`src/hw/rtl/sdx_pkg.sv`:
```
`timescale 1ns / 1ps

package sdx_pkg;

  // Bytes beyond this count within one name are ignored.
  localparam int unsigned MaxChars = 20;
  localparam int unsigned PosW     = 5;
  localparam int unsigned NumDigits = 3;

  localparam logic [7:0] ChA     = 8'h41;
  localparam logic [7:0] ChC     = 8'h43;
  localparam logic [7:0] ChF     = 8'h46;
  localparam logic [7:0] ChH     = 8'h48;
  localparam logic [7:0] ChK     = 8'h4B;
  localparam logic [7:0] ChP     = 8'h50;
  localparam logic [7:0] ChZ     = 8'h5A;
  localparam logic [7:0] ChLowA  = 8'h61;
  localparam logic [7:0] ChLowZ  = 8'h7A;
  localparam logic [7:0] ChSpace = 8'h20;
  localparam logic [7:0] CaseGap = 8'h20;

  typedef struct packed {
    logic [7:0] name_byte;
    logic       is_last;
  } sdx_in_t;

  typedef struct packed {
    logic [7:0] code_letter;
    logic [2:0] digit_one;
    logic [2:0] digit_two;
    logic [2:0] digit_three;
  } sdx_out_t;

  typedef struct packed {
    logic [PosW-1:0]           position;
    logic [7:0]                lead_char;
    logic [7:0]                prior_letter;
    logic [1:0]                digit_count;
    logic [NumDigits-1:0][2:0] digits;
    logic                      name_ended;
  } sdx_state_t;

  localparam sdx_state_t StateReset = '{
    position:     '0,
    lead_char:    '0,
    prior_letter: ChSpace,
    digit_count:  '0,
    digits:       '0,
    name_ended:   1'b0
  };

  // Soundex digit for letter index 0 (A) .. 25 (Z).
  function automatic logic [2:0] letter_digit(input logic [4:0] idx);
    logic [2:0] d;
    case (idx)
      5'd1, 5'd5, 5'd15, 5'd21:                             d = 3'd1;
      5'd2, 5'd6, 5'd9, 5'd10, 5'd16, 5'd18, 5'd23, 5'd25:  d = 3'd2;
      5'd3, 5'd19:                                          d = 3'd3;
      5'd11:                                                d = 3'd4;
      5'd12, 5'd13:                                         d = 3'd5;
      5'd17:                                                d = 3'd6;
      default:                                              d = 3'd0;
    endcase
    return d;
  endfunction

endpackage

```
`src/hw/rtl/soundex_encoder_top.sv`:
```
`timescale 1ns / 1ps

// Streaming Soundex coder. Feed the bytes of a name one beat per cycle on
// the input channel, with is_last set on the final byte; one result beat
// (code letter plus three digits, missing digits as 0) appears in the cycle
// after that final byte is taken. Lowercase letters are folded to upper
// case, K as the lead letter becomes C, and a leading PH becomes F. Bytes
// past the twentieth, and everything after a zero byte that is not the
// first, are ignored until is_last. The block takes one byte every cycle:
// all per-byte work (case fold, table lookup, compare with the previous
// letter) sits in one combinational step between the name state register
// and the result register. Input ready drops only when a final byte
// arrives while the previous result is still held and not taken.

module soundex_encoder_top import sdx_pkg::*; (
  input  logic     clk_i,
  input  logic     rst_ni,
  input  logic     in_valid_i,
  output logic     in_ready_o,
  input  sdx_in_t  in_data_i,
  output logic     out_valid_o,
  input  logic     out_ready_i,
  output sdx_out_t out_data_o
);

  sdx_state_t state_q, state_d, step_state;
  logic       out_valid_q, out_valid_d;
  sdx_out_t   out_data_q, out_data_d;
  logic       in_fire;
  logic       out_free;

  sdx_next u_next (
    .state_i (state_q),
    .byte_i  (in_data_i.name_byte),
    .state_o (step_state)
  );

  // Result slot is free when empty or being drained this cycle.
  assign out_free   = !out_valid_q || out_ready_i;
  // Non-final beats never produce a result, so take them regardless.
  assign in_ready_o = out_free || !in_data_i.is_last;
  assign in_fire    = in_valid_i && in_ready_o;

  always_comb begin
    state_d     = state_q;
    out_valid_d = out_valid_q && !out_ready_i;
    out_data_d  = out_data_q;
    if (in_fire) begin
      if (in_data_i.is_last) begin
        // Emit the finished code and clear for the next name.
        out_valid_d            = 1'b1;
        out_data_d.code_letter = step_state.lead_char;
        out_data_d.digit_one   = step_state.digits[0];
        out_data_d.digit_two   = step_state.digits[1];
        out_data_d.digit_three = step_state.digits[2];
        state_d                = StateReset;
      end else begin
        state_d = step_state;
      end
    end
  end

  always_ff @(posedge clk_i or negedge rst_ni) begin
    if (!rst_ni) begin
      state_q     <= StateReset;
      out_valid_q <= 1'b0;
    end else begin
      state_q     <= state_d;
      out_valid_q <= out_valid_d;
    end
  end

  // Hold payload; no reset needed.
  always_ff @(posedge clk_i) begin
    out_data_q <= out_data_d;
  end

  assign out_valid_o = out_valid_q;
  assign out_data_o  = out_data_q;

endmodule

```
`src/hw/rtl/sdx_next.sv`:
```
`timescale 1ns / 1ps

module sdx_next import sdx_pkg::*; (
  input  sdx_state_t state_i,
  input  logic [7:0] byte_i,
  output sdx_state_t state_o
);

  logic [7:0] up;
  logic       is_letter;
  logic [7:0] letter_idx;
  logic [2:0] digit;

  always_comb begin
    up = ((byte_i >= ChLowA) && (byte_i <= ChLowZ)) ? byte_i - CaseGap : byte_i;
    is_letter  = (up >= ChA) && (up <= ChZ);
    letter_idx = up - ChA;
    digit      = letter_digit(letter_idx[4:0]);

    state_o = state_i;
    if (!state_i.name_ended) begin
      if (state_i.position >= PosW'(MaxChars)) begin
        state_o.name_ended = 1'b1;
      end else if (state_i.position == '0) begin
        // Lead byte: K folds to C.
        state_o.lead_char = (up == ChK) ? ChC : up;
        state_o.position  = PosW'(1);
      end else if (up == 8'h00) begin
        state_o.name_ended = 1'b1;
      end else begin
        // PH at the start folds to F.
        if ((state_i.position == PosW'(1)) && (state_i.lead_char == ChP) && (up == ChH)) begin
          state_o.lead_char = ChF;
        end
        if ((state_i.digit_count < 2'(NumDigits)) && is_letter &&
            (up != state_i.prior_letter)) begin
          state_o.prior_letter = up;
          if (digit != 3'd0) begin
            state_o.digits[state_i.digit_count] = digit;
            state_o.digit_count = state_i.digit_count + 2'd1;
          end
        end
        state_o.position = state_i.position + PosW'(1);
      end
    end
  end

endmodule

```
`config.mk`:
```
export PLATFORM = sky130hd
export DESIGN_NAME = soundex_encoder_top
export DESIGN_NICKNAME = d
export VERILOG_FILES = /design/src/hw/rtl/sdx_pkg.sv /design/src/hw/rtl/soundex_encoder_top.sv /design/src/hw/rtl/sdx_next.sv
export SDC_FILE = /design/constraint.sdc
export NUM_CORES = 1
export LEC_CHECK = 0
export BUFFER_PORTS_ARGS = -buffer_cell sky130_fd_sc_hd__buf_2
export CORE_AREA = 2 2 92 116
export DETAILED_ROUTE_END_ITERATION = 10
export DIE_AREA = 0 0 94 118
export GPL_TIMING_DRIVEN = 0
export MAX_ROUTING_LAYER = met4
export PLACE_DENSITY_LB_ADDON = 0.25
export REMOVE_ABC_BUFFERS = 1
export SLEW_MARGIN = 25
export SYNTH_ARGS = -nofsm -noshare
export SYNTH_HDL_FRONTEND = slang
export SYNTH_SLANG_ARGS = --single-unit
```
`constraint.sdc`:
```
create_clock -name clk_i -period 3.5 [get_ports clk_i]
set_input_delay 0.7 -clock clk_i [delete_from_list [all_inputs] [get_ports clk_i]]
set_output_delay 0.7 -clock clk_i [all_outputs]
set_load 0.005 [all_outputs]
```
# Word-level counts from Yosys, hierarchy flattened
# Memory sizes are Yosys's and may differ from the RTL's.
# Index checks and enable logic that the tools add are counted.
# W data, S select, Z words.
[totals]
ff_bits = 51
rom_bits = 96
memories = 1
[op_classes]
n_addsub = 4
n_lt_le_gt_ge = 8
n_eq_ne = 10
muxes = 18
reduce_logical = 23
[mem_list]
columns = ["name", "words", "width", "rd", "rd_ports_with_merged_regs", "wr", "line_no", "text"]
rows = [
  ["(no name shown)", 32, 3, 1, 0, 0, "sdx_pkg.sv:55", "case (idx)"],
]
[ops]
columns = ["operator", "count"]
rows = [
  ["$mux W33", 2],
  ["$mux W32", 2],
  ["$eq A8 B7 Y1 const B", 3],
  ["$mux W8", 3],
  ["$mux W20", 1],
  ["$mux W19", 1],
  ["$ge A8 B7 Y1 const B", 2],
  ["$le A8 B7 Y1 const B", 2],
  ["$mux W13", 1],
  ["$mux W11", 1],
  ["$bwmux W9", 1],
  ["$logic_and A1 B1 Y1", 9],
  ["$logic_not A8 Y1", 1],
  ["$ne A2 B2 Y1 const B", 4],
  ["$ne A8 B8 Y1", 1],
  ["$sub A8 B6 Y8 const B", 1],
  ["$reduce_and A7 Y1", 1],
  ["$demux W3 S2", 1],
  ["$reduce_and A6 Y1", 1],
  ["$add A5 B1 Y5 const B", 1],
  ["$eq A5 B1 Y1 const B", 1],
  ["$ge A5 B5 Y1 const B", 1],
  ["$logic_not A5 Y1", 1],
  ["$sub A5 B1 Y5 const B", 1],
  ["13 further kinds", 20],
]

# Longest topological paths before layout
# Gate-level depths: netlist of the first run.
[depth]
word_depth = 13
mapped_depth = 12
depth_no_buf = 11

# Modules after synthesis
# A second synthesis of the first run with hierarchy kept.
[hier_totals]
cells_unflattened = 380
area_unflattened_um2 = 3766.1
[modules_own_cells]
columns = ["mod", "n_inst", "cells_per_inst", "area_each_um2", "seq_area_each_um2"]
rows = [
  ["soundex_encoder_top", 1, 209, 2442.3, 1362.6],
  ["sdx_next", 1, 171, 1323.8, 0.0],
]

# Worst setup path before layout of the first run
# No wires, ideal clock.
[synth_path]
path_type = "input to register"
from = "input in_data_i[1] (netlist bit)"
to = "register out_data_q (netlist bit out_data_o[7]) (data pin)"
t_arrival_ps = 2835
slack_ps = 406
path_stages = 11
cell_sequence = "buf_2 > inv_1 > ha_1 > inv_1 > ha_1 > mux2i_1 > nor3_1 > a21oi_1 > nand3_2 > nand3_2 > mux2_2"
[synth_rtl]
columns = ["item", "line_no", "text"]
rows = [
  ["from (decl)", "soundex_encoder_top.sv:20", "input sdx_in_t in_data_i,"],
  ["to (signal assigned)", "soundex_encoder_top.sv:75", "out_data_q <= out_data_d;"],
  ["to (decl)", "soundex_encoder_top.sv:28", "sdx_out_t out_data_q, out_data_d;"],
]

==> flow_summary.json, run 1 <==
{
  "cts.clk_slew.worst_paths_ns": 0.07,
  "critical_path.startpoint_type": "primary input",
  "antennaDiodeCount": 0,
  "hold_violations": 0,
  "synth_top_cells_by_area": "sky130_fd_sc_hd__dfrtp_1 (26%), sky130_fd_sc_hd__edfxtp_1 (16%), sky130_fd_sc_hd__ha_1 (6.2%)",
  "grt_start_max_net_pins": 35,
  "synthTopCellsByCount": "sky130_fd_sc_hd__dfrtp_1 (33), sky130_fd_sc_hd__inv_1 (25), sky130_fd_sc_hd__nor2_1 (24), sky130_fd_sc_hd__nand2_1 (18)",
  "htree_levels": 2,
  "io_buf_count": 31,
  "synth_xor_xnor_area_share_pct": 1.63,
  "cts_tree": "built",
  "final.period_utilization_pct": 95.2,
  "power_density_nw_per_um2": 516,
  "endpoint_kind": "flip-flop",
  "total_leakage_power_uw": 0.00149,
  "maxClockFrequency_mhz": 300,
  "synth_top_area_share_pct": 25.6,
  "first_global_vias": 2455,
  "holdBufCountCts": 0,
  "clockBufferDepth": 2,
  "drt_wl_total_mm": 8.19,
  "grt_antenna_before_repair": 0,
  "synth_edf_count": 17,
  "grt_setup_unrepaired": "no",
  "setup_viol_count_final": 0,
  "post-synth-top-area-cell": "sky130_fd_sc_hd__dfrtp_1",
  "fp.dieW_um": 94,
  "drc": 0,
  "min-delay-path-class": "reg -> reg",
  "status": "finished clean",
  "antenna_violating_nets_post_route": 0,
  "fp.dieArea_sq_um": 11100,
  "dp.final_hpwl_mm": 5.58,
  "max-slew-margin-rel_pct": 36.3,
  "drt_iter0_markers": 117,
  "postSynthAreaPerCell_sq_um": 10.3,
  "synth_compound_area_share_pct": 22.4,
  "fin_skew_ns": 0.00756,
  "cts_buffers": 5,
  "cts_sink_cnt": 51,
  "max-vdd-ir-drop_mv": 0.279,
  "placed_area_sq_um": 3460,
  "ys_ff_latch": 51,
  "utilization_pct": 36.4,
  "post_synthesis_sequential_area_ratio_pct": 42.3,
  "worst_pin_slew_ns": 0.955,
  "wire_per_inst_um": 17.3,
  "die_height_um": 118,
  "post_route_minimum_period_ns": 3.33,
  "clk_root_buffer_cell": "sky130_fd_sc_hd__clkbuf_16",
  "globalRouteTotalUtil_pct": 15.1,
  "maxCapViolCount": 0,
  "top_level_ports": 32,
  "routabilityCongestion": 0.879,
  "floorplan.core_area_sq_um": 10000,
  "final_area_sq_um": 3640,
  "layout-drive-gt1-share_pct": 19.2,
  "drt_pass1_iterations": 4,
  "grt_pass1_wl_mm": 12.8,
  "synthesis.area_sq_um": 3220,
  "syn2layout_area_growth_pct": 13.0,
  "postSynth.asyncResetShare_pct": 66.7,
  "yosys_most_used_dff": "sky130_fd_sc_hd__dfrtp_1",
  "synth-adder-area-share_pct": 6.21,
  "required_ns": 3.51,
  "preCtsSetupSlack_ns": -0.294,
  "yosys.cell_types.count": 73,
  "drt-vias-per-instance": 5.50,
  "synth_top_family_by_area": "compound AO/OA/AOI/OAI gates",
  "worstPathMaxFanout": 14,
  "number_of_instances_in_the_synthesized_netlist": 313,
  "final_report_max_slew_violation_count": 0,
  "core.rowCount": 41,
  "worstPathArrival_ns": 3.34,
  "nets": 371,
  "start_util_pct": 32.2,
  "ys_warn_count": 0,
  "synth_simple_gate_area_share_pct": 18.8,
  "num_vias": 2594,
  "timing_worst_setup_path_type": "in -> reg",
  "synth_mux_area_share_pct": 3.22,
  "worst_slack_ns": 0.168,
  "post-synth-top-count-cell": "sky130_fd_sc_hd__dfrtp_1",
  "grt_overflow_total": 0,
  "worst_skew_pair.late_latency_ns": 0.30
}
==> flip-flops by register name, indices dropped and copies added (netlist names) <==
register	cells
state_q	33
out_data_o	17
out_valid_o	1
==> through the flow <==
stage | setup TNS (ns) | hold slack [ns] | power [uW] | cells
2_1_floorplan | 0 | 0.404 | 1200 | 301
3_3_place_gp | -2.62 | 0.451 | 1360 | 461
3_5_place_dp | -3.03 | 0.451 | 1370 | 461
4_1_cts | 0 | 0.462 | 1900 | 469
5_1_grt | 0 | 0.475 | 1990 | 472
6_report | 0 | 0.461 | 1880 | 472
==> report_power, final <==
| group | switching [uW] | internal (uW) |
|---|---|---|
| registers | 82.3 | 751 |
| clock network | 230 | 287 |
| logic | 295 | 235 |
| total | 608 | 1270 |
==> critical path: stages <==
cell and delay (ns):
sky130_fd_sc_hd__buf_2 0.29, sky130_fd_sc_hd__inv_1 0.14, sky130_fd_sc_hd__ha_1 0.29, sky130_fd_sc_hd__inv_1 0.12
sky130_fd_sc_hd__ha_1 0.32, sky130_fd_sc_hd__nand2b_1 0.18, sky130_fd_sc_hd__a211oi_1 0.24, sky130_fd_sc_hd__mux2i_1 0.13
sky130_fd_sc_hd__o211a_1 0.18, sky130_fd_sc_hd__a2111oi_0 0.56, sky130_fd_sc_hd__o22ai_1 0.18
==> cells in the final DEF (no fill, tap or decap), types with 5 or more instances in the layout <==
cell type and instances:
sky130_fd_sc_hd__nand2_1 17, sky130_fd_sc_hd__nand3_1 6, sky130_fd_sc_hd__edfxtp_1 17, sky130_fd_sc_hd__buf_2 31, sky130_fd_sc_hd__nor3_1 7, sky130_fd_sc_hd__mux2i_1 7, sky130_fd_sc_hd__o21ai_0 17, sky130_fd_sc_hd__a32o_1 5
sky130_fd_sc_hd__ha_1 16, sky130_fd_sc_hd__clkbuf_16 5, sky130_fd_sc_hd__inv_1 25, sky130_fd_sc_hd__and2_1 5, sky130_fd_sc_hd__nor2_1 24, sky130_fd_sc_hd__o2bb2ai_1 5, sky130_fd_sc_hd__nor2b_1 6, sky130_fd_sc_hd__a21oi_1 7
sky130_fd_sc_hd__a22o_1 6, sky130_fd_sc_hd__dfrtp_1 33
==> per-layer routing <==
metal / track usage, % / vias to the layer above / wire length, um
met4: 3.53 / 0 / 82
met2: 25.0 / 52 / 4200
met5: - / - / 0
met3: 2.37 / 6 / 299
met1: 19.4 / 1304 / 3610
li1: - / 1232 / -
==> cell type report <==
type	instances	area (sq um)
fillers	1028	6360
multi-input cells	225	1700
flip-flops and latches	51	1360
repair buffers	33	170
well taps	129	161
clock buffers	6	139
inverters	26	97.6
clock inverters	2	13.8
==> cell families (layout without fill, tap and decap cells) <==
| family | count (synthesis) | in the layout |
|---|---|---|
| and+or+nand+nor | 102 | 103 |
| AOI/OAI and AO/OA | 90 | 90 |
| buffers and inverters | 38 | 67 |
| adders and majority gates | 16 | 16 |
| DFF | 51 | 51 |
| xor gates and xnor gates | 6 | 6 |
| muxes | 10 | 10 |
==> worst paths after layout <==
kind                            cells after the start  slack, ns          from            end
worst min register to register                      2       0.46   state_q[17]    state_q[17]
max in group asynchronous                           1       2.40        rst_ni    state_q[18]
min in group asynchronous                           1       0.53        rst_ni    out_valid_o
worst max-delay path                               11       0.17  in_data_i[1]  out_data_o[2]
worst max register to register                      9       0.64   state_q[28]  out_data_o[7]
worst min-delay path                                2       0.46   state_q[17]    state_q[17]
==> repair_timing <==
item                                   4_1_cts  5_1_grt
buffers inserted                             0        2
resized for setup                            0        2
setup endpoints to repair                    0       12
endpoints found under the hold margin        0        0
No activity file was read; power rests on OpenSTA's default activity.
==> run 2, diff against run 1 <==
- MAX_ROUTING_LAYER: met4 -> unset
==> run 2 against run 1 <==
Compared with the run above: worst setup slack lost 0.0031 ns; hold slack lost 0.0015 ns; die area unchanged; sequential cell count unchanged; combinational power about the same; design area unchanged; power barely moved; via count decreased by 0.93%; first-iteration DRC count grew 21%; global-route usage down 0.42 points; highest routed layer unchanged.
==> flow_summary.json, run 2 (same netlist as run 1, synthesis figures left out) <==
{
  "num_vias": 2570,
  "r2r-start": "state_q[28]",
  "critical_path.startpoint_type": "primary input",
  "drt_pass1_iterations": 4,
  "worst_pin_slew_ns": 0.931,
  "fin_skew_ns": 0.00789,
  "timing.reg2reg.setup_slack_ns": 0.65,
  "clk_root_buffer_cell": "sky130_fd_sc_hd__clkbuf_16",
  "registers.top_by_ff_count": "state_q",
  "worst-r2r-cell-count": 9,
  "worst_path_dominant_cell_family": "compound AO/OA/AOI/OAI gates",
  "layout-drive-gt1-share_pct": 19.2,
  "antennaDiodeCount": 0,
  "multi_input_area_sq_um": 1700,
  "mostFrequentLayoutCell": "sky130_fd_sc_hd__dfrtp_1",
  "final_report_max_slew_violation_count": 0,
  "drc": 0,
  "grt_overflow_total": 0,
  "worstPathBufferInverterCount": 3,
  "drt_iter0_markers": 142,
  "cts_sink_cnt": 51,
  "critical_path.endpoint": "out_data_o[2]",
  "regToRegEndpoint": "out_data_o[7]",
  "antenna_violating_nets_post_route": 0,
  "start_util_pct": 32.2,
  "nets": 371,
  "fp.dieW_um": 94,
  "grt_pass1_wl_mm": 12.8,
  "maxCapViolCount": 0,
  "cts_tree": "built",
  "total_power_uw": 1880,
  "tns_ns": 0,
  "grt_start_max_net_pins": 35,
  "grt_setup_unrepaired": "no",
  "series_of_cell_instances_along_the_critical_path": "buf_2 > inv_1 > ha_1 > inv_1 > ha_1 > nand2b_1 > a211oi_1 > mux2i_1 > o211a_1 > a2111oi_0 > o22ai_1",
  "power_density_nw_per_um2": 516,
  "fp.dieArea_sq_um": 11100,
  "core.rowCount": 41,
  "grt_antenna_before_repair": 0,
  "die_height_um": 118,
  "wire_per_inst_um": 17.3,
  "status": "finished clean",
  "min-delay-path-class": "reg -> reg",
  "total_leakage_power_uw": 0.00149,
  "cts_buffers": 5,
  "timing_worst_setup_path_type": "in -> reg",
  "cts.clk_slew.worst_paths_ns": 0.07,
  "maxClockFrequency_mhz": 300,
  "max-slew-margin-rel_pct": 37.9,
  "crit_path_top_delay_cell": "sky130_fd_sc_hd__a2111oi_0",
  "syn2layout_area_growth_pct": 13.0,
  "io_buf_count": 31,
  "required_ns": 3.51,
  "layout.area.seq_sq_um": 1360,
  "final_cell_mix": "sky130_fd_sc_hd__dfrtp_1 (33), sky130_fd_sc_hd__buf_2 (31), sky130_fd_sc_hd__inv_1 (25)",
  "top_level_ports": 32,
  "globalRouteTotalUtil_pct": 14.7,
  "worstPathMaxFanout": 14,
  "routabilityCongestion": 0.865,
  "critical-path-max-stage-delay_ns": 0.56,
  "critical_path_cell_count": 11,
  "setup_viol_count_final": 0,
  "drt-vias-per-instance": 5.44,
  "beginning_of_the_critical_path": "in_data_i[1]",
  "htree_levels": 2,
  "fillCellCount": 1028,
  "first_global_vias": 2457,
  "post_route_minimum_period_ns": 3.34,
  "largest_register_ff_count": 33,
  "clockBufferDepth": 2,
  "dp.final_hpwl_mm": 5.58,
  "floorplan.core_area_sq_um": 10000,
  "hold_violations": 0,
  "worst_skew_pair.late_latency_ns": 0.30,
  "drt_wl_total_mm": 8.18,
  "endpoint_kind": "flip-flop",
  "final.period_utilization_pct": 95.3,
  "max-vdd-ir-drop_mv": 0.280,
  "worstPathArrival_ns": 3.35
}
## run 2: cell counts in the layout (fill, tap and decap cells not counted)
Identical to the previous run, type by type.
## run 2: stage by stage
step                      cells  instance area (sq um)  setup slack, ns  hold slack, ns  utilization [%]
after floorplan             301                   3150            0.545           0.404                -
after global placement      461                   3460           -0.284           0.451             34.6
after detailed placement    461                   3460           -0.294           0.451             34.6
after CTS                   469                   3610           0.0225           0.462             36.1
after global routing        472                   3640           0.0114           0.475             36.4
final                       472                   3640            0.165           0.459             36.4
## run 2: final cells by class
type | count | area share (%)
Clock buffer | 6 | 3.81
Tap cell | 129 | 4.43
Inverter | 26 | 2.68
Multi-Input combinational cell | 225 | 46.6
Timing Repair Buffer | 33 | 4.67
Clock inverter | 2 | 0.378
Sequential cell | 51 | 37.4
## run 2: report_power, final
part,total [uW],internal [uW],switching [uW],leakage (uW)
Combinational,530,235,294,0.000801
Sequential,833,751,82.0,0.000615
Clock,518,287,231,0.0000772
## run 2: how the worst min path moves through the flow
| stage | to | depth (start not counted) | from |
|---|---|---|---|
| global route | state_q[17] | 2 | state_q[17] |
| global placement | state_q[17] | 2 | state_q[17] |
| detailed placement | state_q[17] | 2 | state_q[17] |
| finish | state_q[17] | 2 | state_q[17] |
| CTS | state_q[17] | 2 | state_q[17] |
| floorplan | out_valid_o | 0 | rst_ni |
## run 2: what timing repair did
item                                    4_1_cts  5_1_grt
hold buffers                                  0        0
endpoints found under the setup margin        0       12
gates resized for setup                       0        2
buffers inserted                              0        2
## run 2: tightest hold or removal path: cells and delay by family (launching register included)
| kind | cells | cell delay (ns) |
|---|---|---|
| DFF | 1 | 0.37 |
| AOI/OAI and AO/OA | 1 | 0.05 |
| buffers and inverters | 1 | 0.04 |
## run 2: per-layer routing
metal / wire [um] / GRT usage, % / up-vias
li1: - / - / 1234
met1: 3570 / 19.3 / 1272
met2: 4180 / 25.0 / 56
met3: 337 / 2.37 / 8
met4: 85 / 3.53 / 0
met5: 0 / 0 / -
==> run 3, diff against run 2 <==
- ABC_AREA: unset -> 1
- CORE_AREA: 2 2 92 116 -> 2 2 93 117
- DIE_AREA: 0 0 94 118 -> 0 0 95 119
==> run 3 against run 2 <==
Compared with the run above: core utilization shrank 0.38 points; worst setup slack gained 0.13 ns; via count grew 7.5%; fmax grew 4.1%; largest cell class unchanged; largest power group unchanged.
==> flow_summary.json, run 3 <==
{
  "status": "finished clean",
  "layout.area.seq_sq_um": 1360,
  "largest_register_ff_count": 33,
  "power.share.switching_pct": 30.2,
  "seq_power_share_pct": 43.7,
  "cts.clk_slew.worst_paths_ns": 0.07,
  "critical-path-max-stage-delay_ns": 0.42,
  "grt_overflow_total": 0,
  "start_util_pct": 31.8,
  "postSynthAreaPerCell_sq_um": 7.77,
  "final.period_utilization_pct": 91.5,
  "nets": 483,
  "multi_input_area_sq_um": 1640,
  "post-synth-top-count-cell": "sky130_fd_sc_hd__nand2_1",
  "num_vias": 2764,
  "r2r-start": "state_q[31]",
  "fillCellCount": 1093,
  "total_leakage_power_uw": 0.00185,
  "yosys_most_used_dff": "sky130_fd_sc_hd__dfrtp_1",
  "drt_wl_total_mm": 7.83,
  "drt_pass1_iterations": 4,
  "final_cell_mix": "sky130_fd_sc_hd__nand2_1 (121), sky130_fd_sc_hd__inv_1 (55), sky130_fd_sc_hd__nand3_1 (38)",
  "floorplan.core_area_sq_um": 10400,
  "clk_root_buffer_cell": "sky130_fd_sc_hd__clkbuf_16",
  "critical_path.startpoint_type": "primary input",
  "maxCapViolCount": 0,
  "post_route_minimum_period_ns": 3.20,
  "min-delay-path-class": "reg -> reg",
  "groute.layer.met1.usage_pct": 18.6,
  "hold_violations": 0,
  "synthesis.area_sq_um": 3290,
  "total_power_uw": 1590,
  "cts_sink_cnt": 51,
  "cts_tree": "built",
  "min_delay_worst_endpoint": "state_q[6]",
  "htree_levels": 2,
  "worst_path_most_repeated_cell": "sky130_fd_sc_hd__nand2_1",
  "core.rowCount": 42,
  "grt_start_max_net_pins": 35,
  "worstPathBufferInverterCount": 2,
  "ys_ff_latch": 51,
  "first_global_vias": 2815,
  "mostFrequentLayoutCell": "sky130_fd_sc_hd__nand2_1",
  "dp.final_hpwl_mm": 5.85,
  "antenna_violating_nets_post_route": 0,
  "worst_pin_slew_ns": 0.843,
  "cts_buffers": 5,
  "grt_use_met3_pct": 2.47,
  "synthTopCellsByCount": "sky130_fd_sc_hd__nand2_1 (121), sky130_fd_sc_hd__inv_1 (55), sky130_fd_sc_hd__nand3_1 (38), sky130_fd_sc_hd__dfrtp_1 (33), sky130_fd_sc_hd__nor2_1 (28)",
  "ys_warn_count": 0,
  "layout-drive-gt1-share_pct": 16.5,
  "drc": 0,
  "regToRegEndpoint": "out_data_o[7]",
  "setup_viol_count_final": 0,
  "synth_edf_count": 17,
  "worst_skew_pair.late_latency_ns": 0.30,
  "power_frac_comb_pct": 20.8,
  "grt_setup_unrepaired": "no",
  "worst-r2r-cell-count": 9,
  "globalRouteTotalUtil_pct": 15.0,
  "clock_power_share_pct": 35.5,
  "fp.dieArea_sq_um": 11300,
  "maxClockFrequency_mhz": 312,
  "syn2layout_area_growth_pct": 13.5,
  "series_of_cell_instances_along_the_critical_path": "buf_2 > inv_2 > ha_1 > nand3_4 > o21ai_2 > nand3_2 > nand2_1 > nor2_1 > nand2_1 > nand2_1 > nand2_2 > nand3_2 > nor2_2 > nand3_1 > and2_1",
  "grt_most_used_layer": "met2",
  "required_ns": 3.55,
  "grt_antenna_before_repair": 0,
  "timing.reg2reg.setup_slack_ns": 0.68,
  "worst_hold_check_slack_ns": 0.482,
  "internal_power_uw": 1110,
  "post_synthesis_sequential_area_ratio_pct": 41.5,
  "grt.met2_usage_pct": 25.9,
  "endpoint_kind": "flip-flop",
  "tns_ns": 0,
  "crit_path_top_delay_cell": "sky130_fd_sc_hd__nor2_2",
  "antennaDiodeCount": 0,
  "top_level_ports": 32,
  "post_cts_buffers": 0,
  "number_of_instances_in_the_synthesized_netlist": 423,
  "io_buf_count": 31,
  "routabilityCongestion": 0.892,
  "min_from": "state_q[6]",
  "fin_skew_ns": 0.00803,
  "post-synth-top-area-cell": "sky130_fd_sc_hd__dfrtp_1",
  "synth_top_cells_by_area": "sky130_fd_sc_hd__dfrtp_1 (25%), sky130_fd_sc_hd__edfxtp_1 (16%), sky130_fd_sc_hd__nand2_1 (14%)",
  "power_density_nw_per_um2": 427,
  "switchingPower_uw": 480,
  "registers.top_by_ff_count": "state_q",
  "clockBufferDepth": 2,
  "worstPathArrival_ns": 3.25,
  "worst_path_dominant_cell_family": "simple AND/OR/NAND/NOR gates",
  "die_height_um": 119,
  "timing_worst_setup_path_type": "in -> reg",
  "max-slew-margin-rel_pct": 43.8,
  "finish.cell_count_without_fillers": 587,
  "drt_iter0_markers": 148,
  "postSynth.asyncResetShare_pct": 66.7,
  "worstPathMaxFanout": 13,
  "wire_per_inst_um": 13.3,
  "hold_path_depth": 2,
  "grt_pass1_wl_mm": 13.3,
  "placedCellCount": 579,
  "final_report_max_slew_violation_count": 0,
  "max-vdd-ir-drop_mv": 0.190,
  "yosys.cell_types.count": 38,
  "synth_top_area_share_pct": 25.1,
  "fp.dieW_um": 95,
  "drt-vias-per-instance": 4.71
}
## run 3: cell types whose count changed after synthesis, sizes merged, moves of 7 or more
| cell | change |
|---|---|
| nor2 | +8 |
| nand2 | +112 |
| nand3 | +35 |
| o21ai | +12 |
| inv | +38 |
| mux2i | -7 |
## run 3: final cells by class
type | count | area share (%)
Clock buffer | 5 | 3.35
Clock inverter | 3 | 1.17
Inverter | 63 | 6.41
Multi-Input combinational cell | 302 | 43.9
Sequential cell | 51 | 36.5
Tap cell | 132 | 4.43
Timing Repair Buffer | 31 | 4.16
## run 3: how the worst max path moves through the flow
| stage | start | to | depth (start not counted) |
|---|---|---|---|
| 6_report | in_data_i[1] | out_data_o[7] | 15 |
| 5_1_grt | in_data_i[1] | out_data_o[7] | 15 |
| 4_1_cts | in_data_i[1] | out_data_o[6] | 15 |
| 3_5_place_dp | in_data_i[1] | out_data_o[6] | 15 |
| 3_3_place_gp | in_data_i[1] | out_data_o[7] | 15 |
| 2_1_floorplan | in_data_i[1] | out_data_o[4] | 16 |
## run 3: cells by family (layout without fill, tap and decap cells)
logic type | after synthesis | count (layout) | share of synthesized area [%]
compound gates | 50 | 50 | 9.17
xor+xnor | 9 | 9 | 2.40
fa+ha+maj | 16 | 16 | 6.09
buf+inv | 70 | 102 | 8.87
flops | 51 | 51 | 41.5
simple gates | 227 | 227 | 32.0
## run 3: metal layers
metal	vias to the layer above	wire length, um
li1	1434	-
met2	49	3890
met5	-	0
met1	1270	3500
met4	0	174
met3	11	264
## run 3: metrics by stage
step / setup slack, ns / utilization, % / area [sq um]
after floorplan: 0.667 / - / 3230
after global placement: 0.0352 / 34.3 / 3550
after detailed placement: 0.00622 / 34.4 / 3560
after CTS: 0.313 / 36.0 / 3730
after global routing: 0.00874 / 36.0 / 3730
final: 0.297 / 36.0 / 3730
## run 3: power by group through the flow
stage / clock network [uW] / registers, uW / logic (uW)
floorplan: 0 / 705 / 224
global placement: 0 / 706 / 328
detailed placement: 0 / 708 / 333
CTS: 577 / 696 / 334
global route: 597 / 701 / 380
finish: 565 / 696 / 332
## run 3: repair_timing
item | 4_1_cts | 5_1_grt
resized for setup | 0 | 1
endpoints found under the setup margin | 0 | 4
hold buffers | 0 | 0
## run 3: tightest hold or removal path, cell delays in order (launching register included)
cell and delay (ns):
sky130_fd_sc_hd__dfrtp_1 0.34, sky130_fd_sc_hd__nand2_1 0.05, sky130_fd_sc_hd__nand2_1 0.06
